==> src/rtl/led_matrix_scan_driver_top_defines.svh <==
// -----------------------------------------------------------------------------
// Assertion macros for the LED matrix scan driver
// Each macro expects clk_i and rst_ni to be visible where it is used.
// -----------------------------------------------------------------------------
`ifndef LED_MATRIX_SCAN_DRIVER_TOP_DEFINES_SVH
`define LED_MATRIX_SCAN_DRIVER_TOP_DEFINES_SVH

// The condition holds at every clock edge out of reset.
`define LMSD_ASSERT(label, cond, msg) \
  label: assert property (@(posedge clk_i) disable iff (!rst_ni) (cond)) \
    else $error(msg);

// The consequent holds in the same cycle as the antecedent.
`define LMSD_ASSERT_IMP(label, ante, cons, msg) \
  label: assert property (@(posedge clk_i) disable iff (!rst_ni) (ante) |-> (cons)) \
    else $error(msg);

// The consequent starts in the cycle after the antecedent.
`define LMSD_ASSERT_NXT(label, ante, cons, msg) \
  label: assert property (@(posedge clk_i) disable iff (!rst_ni) (ante) |=> (cons)) \
    else $error(msg);

`endif

==> src/rtl/lmsd_ram.sv <==
`timescale 1ns / 1ps
// -----------------------------------------------------------------------------
// Generic simple dual-port RAM
// One write port and one read port with registered read data (read-first).
// -----------------------------------------------------------------------------
module lmsd_ram #(
  parameter int WIDTH = 8,
  parameter int DEPTH = 32,
  localparam int ADDR_W = $clog2(DEPTH)
) (
  input  logic              clk_i,
  input  logic              we_i,
  input  logic [ADDR_W-1:0] waddr_i,
  input  logic [WIDTH-1:0]  wdata_i,
  input  logic [ADDR_W-1:0] raddr_i,
  output logic [WIDTH-1:0]  rdata_o
);

  logic [WIDTH-1:0] mem_q [DEPTH];
  logic [WIDTH-1:0] rdata_q;

  // A read of the address being written returns the old contents.
  always_ff @(posedge clk_i) begin
    if (we_i) begin
      mem_q[waddr_i] <= wdata_i;
    end
    rdata_q <= mem_q[raddr_i];
  end

  assign rdata_o = rdata_q;

endmodule

==> config.mk <==
export PLATFORM = sky130hd
export DESIGN_NAME = lmsd_ram
export DESIGN_NICKNAME = d
export VERILOG_FILES = /design/src/rtl/led_matrix_scan_driver_top_defines.svh /design/src/rtl/lmsd_ram.sv
export SDC_FILE = /design/constraint.sdc
export NUM_CORES = 1
export LEC_CHECK = 0
export ABC_AREA = 1
export BUFFER_PORTS_ARGS = -buffer_cell sky130_fd_sc_hd__buf_2
export CELL_PAD_IN_SITES_DETAIL_PLACEMENT = 2
export CELL_PAD_IN_SITES_GLOBAL_PLACEMENT = 2
export CORE_AREA = 2 2 157 159
export CTS_CLUSTER_SIZE = 14
export DETAILED_ROUTE_END_ITERATION = 8
export DIE_AREA = 0 0 159 161
export GPL_ROUTABILITY_DRIVEN = 0
export PLACE_DENSITY_LB_ADDON = 0.05
export SLEW_MARGIN = 20
export SYNTH_ARGS = -nofsm -noshare
export SYNTH_HDL_FRONTEND = slang
export SYNTH_SLANG_ARGS = --single-unit
==> constraint.sdc <==
create_clock -name clk_i -period 3.21 [get_ports clk_i]
set_clock_uncertainty 0.1 [all_clocks]
set_input_delay 0.8025 -clock clk_i [delete_from_list [all_inputs] [get_ports clk_i]]
set_output_delay 0.8025 -clock clk_i [all_outputs]
set_load 0.03 [all_outputs]
==> flow_summary.ini <==
[floorplan]
chipWidth_um = 159
core-area_um2 = 24000
die_h_um = 161
ios = 28
die-area_um2 = 25600
start_util_pct = 45.0
floorplan.rows = 57

[clock_network]
clock_sinks = 264
clockRootBuffer = clkbuf_16
htreeDepth = 1
post_cts_resize_count = 0
insertion_delay_ps = 550
ctsLongestPathBuffers = 3
numCtsBuffers = 28
ctsHoldBuffers = 0
cts.clk_slew.worst_paths_ps = 60
cts_setup_buffers = 0
cts_tree = built

[routing]
via_count = 7270
routed_wl_um = 33600
drcViolationCount = 0
firstDrtPassIters = 5
drt-wirelength-per-cell_um = 25.7
drt_iter0_drc = 534
viasPerCell = 5.56
drt.antenna.violating_nets = 0

[timing]
setup_viol = 0
slew_headroom_pct = 39.4
worstMarginPinSlew_ps = 909
finalCritPeriodShare_pct = 67.2
setup_ws_ps = 1050
hold_viol_final = 0
timing.hold.ws_ps = 527
fmax_mhz = 463
finalSetupTns_ps = 0
slew_viol_final = 0
rsz0062_at_grt = false
period_needed_ps = 2160

[run]
cap_violations = 0

[worst_setup_path]
startpoint_type = input pin
required_ps = 3550
worstSetupPathType = input pin to flop
crit_path_max_fanout = 48
worst_ep_arrival_time_ps = 2500
critPathCaptureType = flop

[power_and_ir_drop]
cellLeakagePower_nw = 4.53
power.switching_w = 0.00172
seqPwrFrac_pct = 51.0
switching_share_pct = 22.8
power_density_nw_per_um2 = 623
internal_power_w = 0.00584
p_clk_share_pct = 42.2
pwr-share-comb_pct = 6.8
worst_ir_drop_vdd_mv = 0.476

[synth]
netlist_area_um2 = 10800
synth-seq-area-share_pct = 72.8
synthCells = 922
ys_ff_latch = 264
synth_fp_nets = 942
ys_warn_count = 0
ys_types = 12
avgSynthCellArea_um2 = 11.7

[hold_path]
hp-class = input pin to flop

[placed_design]
dp_hpwl_um = 21000
portBuffers = 27
dp_slack_ps = 501

[grt]
antenna_found_initial = 1
grt_max_degree = 97
grt_pass1_vias = 8140
grt_remaining_overflow = 0
grtUsageTotal_pct = 26.7
grt_pass1_wl_um = 51300

[final_layout]
drive_gt1_share_pct = 10.7
syn2layout_area_growth_pct = 12.6
fin_nets = 982

[outcome]
status = finished, final reports clean
-- sequential cells by signal, summed over array words and instances (netlist names) --
signal and cells:
rdata_o 8, mem_q 256
-- cell type report --
class                      count  area [um^2]
multi-input combinational    596         2490
inverter                      10         38.8
antenna                        1         2.50
fill                        2373        11800
clock inverter                 5         50.0
tap                          324          405
clock buffer                  46          860
sequential                   264         7850
timing repair buffer          62          450
-- path summary, 6_finish.rpt --
kind | startpoint | depth (start not counted) | slack [ps] | endpoint
max reg2reg | mem_q[28][2] | 8 | 1830 | rdata_o[2]
min reg2reg | mem_q[26][0] | 8 | 710 | rdata_o[0]
min | raddr_i[4] | 3 | 530 | rdata_o[0]
max | raddr_i[0] | 11 | 1050 | rdata_o[2]
-- power groups by stage --
stage          Clock, W  Combinational (W)  Sequential, W
2_1_floorplan         0           0.000276        0.00394
3_3_place_gp          0           0.000493        0.00393
3_5_place_dp          0           0.000517        0.00393
4_1_cts         0.00324           0.000522        0.00386
5_1_grt         0.00336           0.000567        0.00386
6_report        0.00319           0.000517        0.00386
-- worst max-delay path: stages --
cell and delay, ps:
buf_4 330, clkinv_2 160, buf_4 310, nand2_1 140
nand3_1 130, nand3_1 150, nand2_1 80, nand2_1 70
nand2_1 90, nand2_1 110, nand2_1 70
-- cells in the mapped netlist --
master | instances | area share, %
nand3_1 | 204 | 9.5
buf_6 | 24 | 2.5
inv_1 | 8 | 0.28
buf_4 | 4 | 0.28
inv_2 | 2 | 0.070
dfxtp_1 | 8 | 1.5
buf_1 | 2 | 0.070
clkbuf_1 | 7 | 0.24
edfxtp_1 | 256 | 71
buf_2 | 15 | 0.70
nand2_1 | 360 | 13
nor2_1 | 32 | 1.1
-- cells by family (layout without fill, tap and decap cells) --
logic type	Yosys count	in the layout	synth area share [%]
and+or+nand+nor	596	596	23.1
DFF	264	264	72.8
buffers and inverters	62	123	4.14
other	0	1	0
-- layout by cell type, fill, tap and decap left out, types with 4 or more instances in the layout --
master / n
dfxtp_1: 8
clkbuf_1: 10
inv_1: 8
clkbuf_16: 29
buf_4: 32
nor2_1: 32
clkbuf_8: 7
edfxtp_1: 256
buf_2: 26
nand2_1: 360
buf_12: 4
clkinv_2: 5
nand3_1: 204
-- layer usage --
layer / up-vias / wire length [um] / track usage [%]
met4: 0 / 676 / 6.36
met1: 3750 / 14500 / 36.1
met3: 50 / 1670 / 4.01
met5: - / 0 / 0
met2: 194 / 16700 / 46.1
li1: 3276 / - / -
-- per-stage QoR --
| step | total power (W) | utilization [%] | cells | cell area [um^2] |
|---|---|---|---|---|
| 2_1_floorplan | 0.00422 | - | 922 | 10800 |
| 3_3_place_gp | 0.00442 | 46.9 | 1256 | 11200 |
| 3_5_place_dp | 0.00445 | 46.9 | 1256 | 11200 |
| 4_1_cts | 0.00762 | 50.7 | 1307 | 12100 |
| 5_1_grt | 0.00779 | 50.7 | 1307 | 12100 |
| 6_report | 0.00757 | 50.7 | 1308 | 12100 |
Note: power is estimated with default switching activity, not from simulation.
